<file path="src/sfbf_pkg.sv">
// sfbf_pkg: shared types and constants of the syn flood blacklist filter
// depends on nothing; imported by every module of the block but sfbf_ram

package sfbf_pkg;

  localparam logic [7:0]  PROTO_TCP       = 8'd6;
  localparam logic [15:0] THRESHOLD_RESET = 16'd50;
  localparam logic [15:0] COUNT_MAX       = 16'hFFFF;

  // register index of syn_threshold in the apb map
  localparam logic        REG_SYN_THRESHOLD = 1'b0;

  // item queue between front and back
  localparam int unsigned Q_DEPTH = 2;
  localparam int unsigned Q_PTR_W = 1;

  typedef enum logic [1:0] {
    CAUSE_NONE    = 2'd0,
    CAUSE_BLOCKED = 2'd1,
    CAUSE_FLOOD   = 2'd2
  } drop_cause_t;

  typedef enum logic {
    ST_IDLE,
    ST_SCAN
  } back_state_t;

  // one classified word as it travels through the queue
  typedef struct packed {
    logic [31:0] addr;
    logic        syn_only;
  } sfbf_item_t;

  // queue handshake seen by the front
  typedef struct packed {
    logic       push;
    sfbf_item_t item;
  } sfbf_push_t;

endpackage

</file>
<file path="src/sfbf_ram.sv">
// sfbf_ram: generic single-write, single-read ram with registered read data
// depends on nothing

module sfbf_ram #(
  parameter int unsigned WIDTH = 32,
  parameter int unsigned DEPTH = 64,
  parameter int unsigned AW    = 6
) (
  input  logic             clk,
  input  logic             wr_en,
  input  logic [AW-1:0]    wr_addr,
  input  logic [WIDTH-1:0] wr_data,
  input  logic             rd_en,
  input  logic [AW-1:0]    rd_addr,
  output logic [WIDTH-1:0] rd_data
);

  logic [WIDTH-1:0] mem [DEPTH];

  always_ff @(posedge clk) begin
    if (wr_en) begin
      mem[wr_addr] <= wr_data;
    end
    if (rd_en) begin
      rd_data <= mem[rd_addr];
    end
  end

endmodule

</file>
<file path="src/sfbf_fifo.sv">
// sfbf_fifo: short flop-based queue carrying classified words front to back
// depends on sfbf_pkg

module sfbf_fifo
  import sfbf_pkg::*;
(
  input  logic       clk,
  input  logic       rst,
  input  sfbf_push_t wr,
  output logic       full,
  input  logic       pop,
  output sfbf_item_t rd_item,
  output logic       empty
);

  localparam int unsigned CNT_W = $clog2(Q_DEPTH + 1);

  sfbf_item_t          slots [Q_DEPTH];
  logic [Q_PTR_W-1:0]  wr_ptr;
  logic [Q_PTR_W-1:0]  rd_ptr;
  logic [CNT_W-1:0]    fill;
  logic                do_push;
  logic                do_pop;

  assign full    = (fill == CNT_W'(Q_DEPTH));
  assign empty   = (fill == '0);
  assign do_push = wr.push && !full;
  assign do_pop  = pop && !empty;
  assign rd_item = slots[rd_ptr];

  always_ff @(posedge clk) begin
    if (do_push) begin
      slots[wr_ptr] <= wr.item;
    end
  end

  always_ff @(posedge clk) begin
    if (rst) begin
      wr_ptr <= '0;
      rd_ptr <= '0;
      fill   <= '0;
    end else begin
      if (do_push) begin
        wr_ptr <= wr_ptr + Q_PTR_W'(1);
      end
      if (do_pop) begin
        rd_ptr <= rd_ptr + Q_PTR_W'(1);
      end
      unique case ({do_push, do_pop})
        2'b10:   fill <= fill + CNT_W'(1);
        2'b01:   fill <= fill - CNT_W'(1);
        default: fill <= fill;
      endcase
    end
  end

endmodule

</file>
<file path="src/sfbf_front.sv">
// sfbf_front: takes header words and classifies them as bare syn or other
// depends on sfbf_pkg

module sfbf_front
  import sfbf_pkg::*;
(
  input  logic        start,
  output logic        busy,
  input  logic [31:0] source_addr,
  input  logic [7:0]  ip_protocol,
  input  logic        flag_syn,
  input  logic        flag_ack,
  input  logic        flag_urg,
  input  logic        flag_rst,
  input  logic        flag_fin,
  input  logic        flag_psh,
  input  logic        q_full,
  output sfbf_push_t  q_wr
);

  logic syn_only;

  // tcp with syn as the only flag set
  assign syn_only = (ip_protocol == PROTO_TCP) && flag_syn && !flag_ack && !flag_urg &&
                    !flag_rst && !flag_fin && !flag_psh;

  assign busy               = q_full;
  assign q_wr.push          = start && !q_full;
  assign q_wr.item.addr     = source_addr;
  assign q_wr.item.syn_only = syn_only;

endmodule

</file>
<file path="src/sfbf_back.sv">
// sfbf_back: scans the blocked table, keeps the syn counter, issues verdicts
// depends on sfbf_pkg and sfbf_ram

module sfbf_back
  import sfbf_pkg::*;
#(
  parameter int unsigned TABLE_DEPTH = 64
) (
  input  logic        clk,
  input  logic        rst,
  input  logic [15:0] syn_threshold,
  input  logic        q_empty,
  input  sfbf_item_t  q_item,
  output logic        q_pop,
  output logic        done,
  output logic        drop,
  output logic [1:0]  drop_cause,
  output logic        address_added,
  output logic        table_full
);

  localparam int unsigned CNT_W = $clog2(TABLE_DEPTH + 1);
  localparam int unsigned IDX_W = (TABLE_DEPTH > 1) ? $clog2(TABLE_DEPTH) : 1;

  back_state_t  state, state_next;
  logic [31:0]  cur_addr, cur_addr_next;
  logic         cur_syn, cur_syn_next;
  logic [CNT_W-1:0] rd_idx, rd_idx_next;
  logic         cmp_vld, cmp_vld_next;
  logic [CNT_W-1:0] blocked_count, blocked_count_next;
  logic [15:0]  syn_count, syn_count_next;
  logic         done_next;
  logic         drop_next;
  drop_cause_t  drop_cause_next;
  logic         address_added_next;
  logic         table_full_next;

  logic         ram_rd_en;
  logic         ram_wr_en;
  logic [31:0]  ram_rd_data;
  logic [15:0]  syn_inc;
  logic         hit;

  sfbf_ram #(
    .WIDTH (32),
    .DEPTH (TABLE_DEPTH),
    .AW    (IDX_W)
  ) u_table (
    .clk     (clk),
    .wr_en   (ram_wr_en),
    .wr_addr (blocked_count[IDX_W-1:0]),
    .wr_data (cur_addr),
    .rd_en   (ram_rd_en),
    .rd_addr (rd_idx[IDX_W-1:0]),
    .rd_data (ram_rd_data)
  );

  // counter saturates at its top value
  assign syn_inc = (syn_count != COUNT_MAX) ? syn_count + 16'd1 : syn_count;
  assign hit     = cmp_vld && (ram_rd_data == cur_addr);

  always_ff @(posedge clk) begin
    if (rst) begin
      state         <= ST_IDLE;
      cmp_vld       <= 1'b0;
      blocked_count <= '0;
      syn_count     <= '0;
      done          <= 1'b0;
    end else begin
      state         <= state_next;
      cmp_vld       <= cmp_vld_next;
      blocked_count <= blocked_count_next;
      syn_count     <= syn_count_next;
      done          <= done_next;
    end
  end

  always_ff @(posedge clk) begin
    cur_addr      <= cur_addr_next;
    cur_syn       <= cur_syn_next;
    rd_idx        <= rd_idx_next;
    drop          <= drop_next;
    drop_cause    <= drop_cause_next;
    address_added <= address_added_next;
    table_full    <= table_full_next;
  end

  always_comb begin
    state_next         = state;
    cur_addr_next      = cur_addr;
    cur_syn_next       = cur_syn;
    rd_idx_next        = rd_idx;
    cmp_vld_next       = cmp_vld;
    blocked_count_next = blocked_count;
    syn_count_next     = syn_count;
    done_next          = 1'b0;
    drop_next          = drop;
    drop_cause_next    = drop_cause_t'(drop_cause);
    address_added_next = address_added;
    table_full_next    = table_full;
    q_pop              = 1'b0;
    ram_rd_en          = 1'b0;
    ram_wr_en          = 1'b0;

    unique case (state)
      ST_IDLE: begin
        if (!q_empty) begin
          q_pop         = 1'b1;
          cur_addr_next = q_item.addr;
          cur_syn_next  = q_item.syn_only;
          rd_idx_next   = '0;
          cmp_vld_next  = 1'b0;
          state_next    = ST_SCAN;
        end
      end
      ST_SCAN: begin
        priority if (hit) begin
          done_next          = 1'b1;
          drop_next          = 1'b1;
          drop_cause_next    = CAUSE_BLOCKED;
          address_added_next = 1'b0;
          table_full_next    = 1'b0;
          cmp_vld_next       = 1'b0;
          state_next         = ST_IDLE;
        end else if (rd_idx < blocked_count) begin
          // read next entry while comparing the one before
          ram_rd_en    = 1'b1;
          rd_idx_next  = rd_idx + CNT_W'(1);
          cmp_vld_next = 1'b1;
        end else begin
          done_next          = 1'b1;
          drop_next          = 1'b0;
          drop_cause_next    = CAUSE_NONE;
          address_added_next = 1'b0;
          table_full_next    = 1'b0;
          cmp_vld_next       = 1'b0;
          state_next         = ST_IDLE;
          if (cur_syn) begin
            if (syn_inc > syn_threshold) begin
              drop_next       = 1'b1;
              drop_cause_next = CAUSE_FLOOD;
              syn_count_next  = '0;
              if (blocked_count < CNT_W'(TABLE_DEPTH)) begin
                ram_wr_en          = 1'b1;
                blocked_count_next = blocked_count + CNT_W'(1);
                address_added_next = 1'b1;
              end else begin
                table_full_next = 1'b1;
              end
            end else begin
              syn_count_next = syn_inc;
            end
          end
        end
      end
    endcase
  end

endmodule

</file>
<file path="src/syn_flood_blacklist_filter.sv">
// syn_flood_blacklist_filter: top level, apb register and front/queue/back
// depends on sfbf_pkg, sfbf_front, sfbf_fifo, sfbf_back (and sfbf_ram below it)
//
// channel  | handshake                  | payload
// ---------+----------------------------+-------------------------------------------
// in       | start, busy                | source_addr, ip_protocol, flag_* (six)
// out      | done (one-cycle strobe)    | drop, drop_cause, address_added, table_full
// config   | psel, penable, pwrite,     | paddr, pwdata, prdata (syn_threshold at 0)
//          | pready                     |
//
// a word is taken at an edge with start high and busy low; a two-word queue
// lets the front take words while the back works, busy is high when it fills
// the back takes no new word until it is through with the last: it pops the
// queue, reads each stored entry from the table ram (one read port) while it
// compares the one read before, then makes the last compare and the verdict;
// a match ends the scan at that entry; the receiver cannot stall: done is high
// for one cycle only, and drop, drop_cause, address_added and table_full hold
// until the next verdict; synchronous reset empties the queue and the table and
// clears the syn counter; syn_threshold returns to 50

module syn_flood_blacklist_filter
  import sfbf_pkg::*;
#(
  parameter int unsigned TABLE_DEPTH = 64
) (
  input  logic        clk,
  input  logic        rst,
  // header words
  input  logic        start,
  output logic        busy,
  input  logic [31:0] source_addr,
  input  logic [7:0]  ip_protocol,
  input  logic        flag_syn,
  input  logic        flag_ack,
  input  logic        flag_urg,
  input  logic        flag_rst,
  input  logic        flag_fin,
  input  logic        flag_psh,
  // verdicts
  output logic        done,
  output logic        drop,
  output logic [1:0]  drop_cause,
  output logic        address_added,
  output logic        table_full,
  // configuration
  input  logic        psel,
  input  logic        penable,
  input  logic        pwrite,
  input  logic [2:0]  paddr,
  input  logic [31:0] pwdata,
  output logic [31:0] prdata,
  output logic        pready
);

  logic [15:0] syn_threshold;
  logic        reg_sel;
  logic        q_full;
  logic        q_empty;
  logic        q_pop;
  sfbf_push_t  q_wr;
  sfbf_item_t  q_item;

  // register file: one 32-bit slot, bit 2 of the address picks beyond it
  assign pready  = 1'b1;
  assign reg_sel = (paddr[2] == REG_SYN_THRESHOLD);
  assign prdata  = reg_sel ? {16'd0, syn_threshold} : 32'd0;

  always_ff @(posedge clk) begin
    if (rst) begin
      syn_threshold <= THRESHOLD_RESET;
    end else if (psel && penable && pwrite && pready && reg_sel) begin
      syn_threshold <= pwdata[15:0];
    end
  end

  // front: classify and push
  sfbf_front u_front (
    .start       (start),
    .busy        (busy),
    .source_addr (source_addr),
    .ip_protocol (ip_protocol),
    .flag_syn    (flag_syn),
    .flag_ack    (flag_ack),
    .flag_urg    (flag_urg),
    .flag_rst    (flag_rst),
    .flag_fin    (flag_fin),
    .flag_psh    (flag_psh),
    .q_full      (q_full),
    .q_wr        (q_wr)
  );

  // queue between the two halves
  sfbf_fifo u_fifo (
    .clk     (clk),
    .rst     (rst),
    .wr      (q_wr),
    .full    (q_full),
    .pop     (q_pop),
    .rd_item (q_item),
    .empty   (q_empty)
  );

  // back: table scan, counter and verdict
  sfbf_back #(
    .TABLE_DEPTH (TABLE_DEPTH)
  ) u_back (
    .clk           (clk),
    .rst           (rst),
    .syn_threshold (syn_threshold),
    .q_empty       (q_empty),
    .q_item        (q_item),
    .q_pop         (q_pop),
    .done          (done),
    .drop          (drop),
    .drop_cause    (drop_cause),
    .address_added (address_added),
    .table_full    (table_full)
  );

endmodule
</file>
<file path="config.mk">
export PLATFORM = sky130hd
export DESIGN_NAME = syn_flood_blacklist_filter
export DESIGN_NICKNAME = d
export VERILOG_FILES = /design/src/sfbf_pkg.sv /design/src/sfbf_ram.sv /design/src/sfbf_fifo.sv /design/src/sfbf_front.sv /design/src/sfbf_back.sv /design/src/syn_flood_blacklist_filter.sv
export SDC_FILE = /design/constraint.sdc
export NUM_CORES = 2
export LEC_CHECK = 0
export ABC_CLOCK_PERIOD_IN_PS = 9700
export BUFFER_PORTS_ARGS = -buffer_cell sky130_fd_sc_hd__buf_2
export CELL_PAD_IN_SITES_DETAIL_PLACEMENT = 1
export CELL_PAD_IN_SITES_GLOBAL_PLACEMENT = 1
export CORE_MARGIN = 2
export CORE_UTILIZATION = 50
export DETAILED_ROUTE_END_ITERATION = 7
export PLACE_DENSITY = 0.76
export SETUP_SLACK_MARGIN = 0.02
export SLEW_MARGIN = 30
export SYNTH_ARGS = -nofsm -noshare
export SYNTH_HDL_FRONTEND = slang
export SYNTH_SLANG_ARGS = --single-unit
</file>
<file path="constraint.sdc">
create_clock -name clk -period 9.7 [get_ports clk]
set_input_delay 0.97 -clock clk [delete_from_list [all_inputs] [get_ports clk]]
set_output_delay 0.97 -clock clk [all_outputs]
set_load 0.05 [all_outputs]
</file>
; ---- Word level (Yosys, flattened, before mapping)
; Memories as Yosys holds them, arrays and structs flattened. A register that Yosys moved wholly into a read port is not among the register bits.
; Index checks and enable logic that the tools add are counted.
; W data, S select, Z words.
[classes]
n_addsub = 7
n_mul = 0
div_mod_pow = 0
magnitude_cmp = 3
eq_ne = 10
n_shift = 0
mux = 39
bitwise = 5
reduce_logical = 28
[ops]
columns = op, n
row1 = $mux W16, 3
row2 = $eq A32 B32 Y1, 1
row3 = $mux W1, 26
row4 = $mux W7, 3
row5 = $add A16 B1 Y16 const B, 1
row6 = $gt A16 B16 Y1, 1
row7 = $ne A16 B16 Y1 const B, 1
row8 = $add A7 B1 Y7 const B, 2
row9 = $pmux W7 S2, 1
row10 = $logic_and A1 B1 Y1, 13
row11 = $eq A8 B3 Y1 const B, 1
row12 = $logic_not A1 Y1, 7
row13 = $lt A7 B7 Y1, 1
row14 = $lt A7 B7 Y1 const B, 1
row15 = $mux W2, 3
row16 = $ne A2 B2 Y1 const B, 3
row17 = $reduce_and A6 Y1, 1
row18 = $not A1 Y1, 5
row19 = $eq A2 B2 Y1 const B, 2
row20 = $pmux W1 S2, 2
row21 = $pmux W2 S2, 1
row22 = $reduce_and A2 Y1, 2
row23 = $reduce_and A4 Y1, 1
row24 = $reduce_and A3 Y1, 1
row25 = 8 further kinds, 9
[word_totals]
regBits = 58
latchBits = 0
ram_bits = 2114
romBits = 0
in_bits = 87
elab_cells = 108
mem_count = 2
[memory_table]
columns = memory, depth, width, read_ports, rd_clocked_by_memory_dff, wr, line_no
row1 = u_back.u_table.mem, 64, 32, 1, 1, 1, sfbf_ram.sv:18  ; logic [WIDTH-1:0] mem [DEPTH];
row2 = u_fifo.slots, 2, 33, 1, 1, 1, sfbf_fifo.sv:18  ; sfbf_item_t slots [Q_DEPTH];

; ---- Longest topological paths before layout
[logic_depth]
depth_word = 10
ltp_mapped = 17
depth_no_buf = 14

; ---- Hierarchy
; From an unflattened synthesis, not the netlist that was laid out.
[hier_totals]
hier_cells = 3975
area_unflattened_um2 = 86733.2
[by_module_without_submodules]
columns = module, n_inst, cells_each, area_per_inst_um2, seq_area_each_um2
row1 = sfbf_ram, 1, 3324, 78835.6, 62459.9
row2 = sfbf_back, 1, 376, 4016.4, 1871.8
row3 = sfbf_fifo, 1, 129, 2596.2, 2082.0
row4 = syn_flood_blacklist_filter, 1, 106, 972.2, 320.3
row5 = sfbf_front, 1, 40, 312.8, 0.0

; ---- Least setup slack after synthesis
; No wires, ideal clock.
[synth_path]
kind = flip-flop to flip-flop
start = register u_back.syn_count[7]
end = memory u_back.u_table.mem[24][0], enable pin
setup_ns = 0.502
arrival_ns = 5.898
setup_slack_ns = 3.300
path_stages_with_launch = 16
synth_period_minus_slack_ns = 6.400
path_cell_list = dfxtp_1 nand4_1 or3_1 o21bai_1 inv_1 nand3_1 xnor2_1 ha_1 nand2_1 nor3_1 nand3_1 o211ai_1 and2_1 clkbuf_1 nand3_1 nor4_1
[synth_between]
elab_chain_cells = 10
elab_cells_between_ends = 11
classes_between = add/sub: 1 / order compare: 1 / eq/ne: 1 / mux: 8
[synth_lines]
columns = item, line_no
row1 = "start, declared", sfbf_back.sv:31  ; logic [15:0] syn_count, syn_count_next;
row2 = "start signal, assigned", sfbf_back.sv:73  ; syn_count <= syn_count_next;
row3 = $add A16 B1 Y16 or $ne A16 B16 Y1 (tied branches), sfbf_back.sv:59  ; assign syn_inc = (syn_count != COUNT_MAX) ? syn_count + 16'd1 : syn_count;
row4 = $mux W16 *, sfbf_back.sv:59
row5 = $gt A16 B16 Y1 *, sfbf_back.sv:139  ; if (syn_inc > syn_threshold) begin
row6 = $mux W1 *, sfbf_back.sv:139
row7 = $mux W1 *, sfbf_back.sv:138  ; if (cur_syn) begin
row8 = $mux W1 *, sfbf_back.sv:125  ; end else if (rd_idx < blocked_count) begin
row9 = $mux W1 *, sfbf_back.sv:117  ; priority if (hit) begin
row10 = $mux W1 *, sfbf_back.sv:105  ; unique case (state)
row11 = $mux W1 *, sfbf_ram.sv:21  ; if (wr_en) begin
row12 = $mux W1 (implied by the code) *, sfbf_ram.sv:22  ; mem[wr_addr] <= wr_data;
row13 = "end, declared", sfbf_ram.sv:18
; Mark *: on every way between the ends. The rest lies on a longest branch, timed or not.

; ---- Worst setup path after layout
[layout_path]
start = register u_back.syn_count[7]
end = memory u_back.u_table.mem[54][17], enable pin
; The elaborated chain is that of the path after synthesis.

==> results by group <==
Finish
  • # nets final: 3986
  • Fraction of layout cells with a size suffix above 1: 31.7%
  • Layout Area Growth over Synthesis: 12.3%
  • Leading cell type in the layout, fill and taps excluded: edfxtp_1
  • Commonest cells after routing, fill and taps aside: edfxtp_1, mux4_2, clkbuf_16

Floorplanning
  • Ports: 127
  • Rows: 152
  • Die ar.: 175000 sq um
  • Die span in y: 419 um
  • Starting Density: 50.2%
  • Core area: 171000 sq um
  • Die width: 419 um

Placed design
  • Final HPWL from detailed placement: 111 mm
  • Port bufs: 91
  • RePlAce Congestion: 0.810

STA
  • Slew @ Worst Pin: 0.993 ns
  • Final worst path period share: 61.0%
  • Setup Total Neg Slack: 0 ns
  • Fin. Hold Viols: 0
  • Unrepaired setup endpoints after global routing: false
  • Clock Skew: 0.0257 ns
  • Slew margin rel.: 33.6%
  • Final slew viol count: 0
  • Maximum clock rate: 169 MHz
  • Fin crit period: 5.92 ns
  • Setup Viol. Count Final: 0
  • Hold WS: 0.328 ns

Route
  • Antenna Nets Post-Route: 0
  • Number of remaining DRC errors: 0
  • Via count: 39700
  • DR WL/cell: 32.8 um
  • DR pass1 iterations: 5
  • DRT iter0 DRCs: 5178
  • Drt total wl: 206 mm
  • Vias per cell: 6.32

Status
  • Outcome: complete, no violations

Power
  • Pwr Density: 287 nW/um^2
  • Leakage power: 29.7 nW
  • VDD IR-drop max: 231 uV

Synthesis
  • Yosys warnings: 0
  • Cell area after synthesis: 86000 sq um
  • EDFF count, synth: 2191
  • Avg Cell Area, Syn: 23.7 sq um
  • Seq/Total Area, Yosys: 77.6%
  • Ys async rst share: 0%
  • Mapped Cells: 3633
  • Unique masters post-synth: 52
  • Ys flop type: edfxtp_1
  • #FFs+latches synth: 2237

GRT
  • Initial antenna violation count: 13
  • Global Route Usage Sum: 24.0%
  • Gr ovfl total: 0
  • Pin count of the biggest net entering global routing: 130
  • Vias in the first global route: 42300
  • First-pass GRT wire length: 299 mm

Critical path
  • Crit path capture: u_back.u_table.mem[54][17]
  • Crit Path Max Fanout: 24
  • Reg2reg start: u_back.syn_count[7]
  • Crit path kind: reg2reg
  • CP peak stage delay: 1.04 ns
  • Crit-path slowest cell: or4_1
  • Worst setup SP type: register
  • R2r endpoint: u_back.u_table.mem[54][17]
  • CP startpoint: u_back.syn_count[7]
  • Critical Path AT: 6.38 ns
  • R2R depth: 15
  • Critical path data required time: 10.16 ns
  • Flop2flop setup slack: 3.78 ns
  • CP cell instances: nand4_1, or3_1, o21bai_1, inv_1, nand3_1, xnor2_1, ha_1, nand2_1, nor3_1, nand3_1, o211ai_1, nand2_1, or4_1, nor2_4, buf_4
  • CP Capture Type: register

Clocking
  • CTS tree: built
  • Hold_buf cts: 0
  • Clk root buf: clkbuf_16
  • Clock tree sinks: 2237
  • Clock Path Buffers: 3
  • CTS resizes: 0
  • Post-CTS setup buffers: 0
  • Clock Pin Slew Worst Setup and Hold Paths: 0.06 ns
  • # H-tree levels: 4
  • Clock Latency Late Sink: 0.83 ns
  • CTS buffer count: 209

Job
  • Max-cap violations: 0

Hold path
  • HP Class: in2reg
## per-stage QoR
| stage | area, sq um | util [%] | std cells | setup slack (ns) | total power, W |
|---|---|---|---|---|---|
| final | 96600 | 56.4 | 6286 | 3.78 | 0.0277 |
| after global placement | 89800 | 52.5 | 5888 | 4.03 | 0.0197 |
| after CTS | 96500 | 56.4 | 6280 | 3.82 | 0.0278 |
| after detailed placement | 89900 | 52.5 | 5892 | 3.92 | 0.0200 |
| after floorplan | 86000 | - | 3648 | 3.30 | 0.0174 |
| after global routing | 96600 | 56.4 | 6285 | 3.45 | 0.0286 |
## how the worst min path moves through the flow
stage	startpoint	endpoint	slack, ns	cells past startpoint
3_5_place_dp	syn_threshold[12]	syn_threshold[12]	0.45	2
4_1_cts	source_addr[14]	u_fifo.slots[0][15]	0.27	1
5_1_grt	source_addr[14]	u_fifo.slots[0][15]	0.29	1
6_report	source_addr[14]	u_fifo.slots[0][15]	0.33	1
2_1_floorplan	syn_threshold[10]	syn_threshold[10]	0.44	2
3_3_place_gp	syn_threshold[7]	syn_threshold[7]	0.44	2
## critical path: cells and delay by family, from the launching register on
| kind | cells | cell delay [ns] |
|---|---|---|
| and+or+nand+nor | 9 | 3.58 |
| buffers and inverters | 2 | 0.60 |
| AOI/OAI and AO/OA | 2 | 0.50 |
| DFF | 1 | 0.45 |
| adders and majority gates | 1 | 0.30 |
| xor gates and xnor gates | 1 | 0.09 |
## registers in the layout, indices dropped and copies added, names as in the netlist, 7 cells and up
signal                  flops
u_back.u_table.mem       2048
u_fifo.slots               66
u_back.cur_addr            32
u_back.u_table.rd_data     32
syn_threshold              16
u_back.syn_count           16
u_back.blocked_count        7
u_back.rd_idx               7
## routing by layer
layer,vias up,routed length [um],GRT usage [%]
met3,373,16600,4.19
met2,1975,103000,38.9
met5,-,41,0
met4,6,5480,7.07
met1,21400,81500,33.8
li1,16000,-,-
## area by class of cell
type | count | area (sq um)
Fill cell | 14300 | 74600
Sequential cell | 2237 | 66700
Multi-Input combinational cell | 1172 | 18800
Clock buffer | 259 | 5480
Tap cell | 2233 | 2790
Timing Repair Buffer | 218 | 1600
Clock inverter | 129 | 1080
Inverter | 35 | 131
Antenna cell | 3 | 7.51
## cells in the mapped netlist, types with 2 or more instances
library cell  instances  area (sq um)
a211o_1               3          26.3
a211oi_1              2          15.0
a21boi_0              4          30.0
a21o_1                5          37.5
a21oi_1              37           185
a31o_2                2          17.5
a31oi_1               2          12.5
and2_1                7          43.8
and3_1                6          37.5
and4_1                2          17.5
buf_1                28           105
buf_2                48           240
buf_4                19           143
buf_6                 4          45.0
clkbuf_1            105           394
conb_1                2          7.51
dfxtp_1              46           921
edfxtp_1           2191         65800
ha_1                 26           325
inv_1                35           131
mux2_2               37           417
mux4_2              672         15100
nand2_1              53           199
nand2b_1              6          37.5
nand3_1              39           195
nand4_1              18           113
nor2_1               97           364
nor2b_1               7          43.8
nor3_1               18          90.1
nor4_1                6          37.5
o211ai_1              2          15.0
o21a_1                4          30.0
o21ai_0              13          65.1
o31ai_1               2          15.0
o32ai_1               4          35.0
or2_2                 5          31.3
or3_1                11          68.8
or4_1                 4          30.0
xnor2_1              42           368
xor2_1                7          61.3
## where the power goes
| group | switching [W] | leakage, nW | total [W] | internal, W |
|---|---|---|---|---|
| logic | 0.00449 | 6.36 | 0.00774 | 0.00325 |
| registers | 0.000116 | 20.1 | 0.0121 | 0.0120 |
| clock network | 0.00350 | 3.19 | 0.00792 | 0.00442 |
## cell families after synthesis
group                    after synthesis  synth area share (%)
flip-flops                          2237                  77.6
buffers and inverters                239                  1.23
AO/OA/AOI/OAI                         87                 0.634
other                                  2               0.00873
multiplexers                         709                  18.1
adder cells (fa/ha/maj)               26                 0.378
XOR/XNOR                              49                 0.499
AND/OR/NAND/NOR                      284                  1.58
Power figures use the tool's default switching activity.
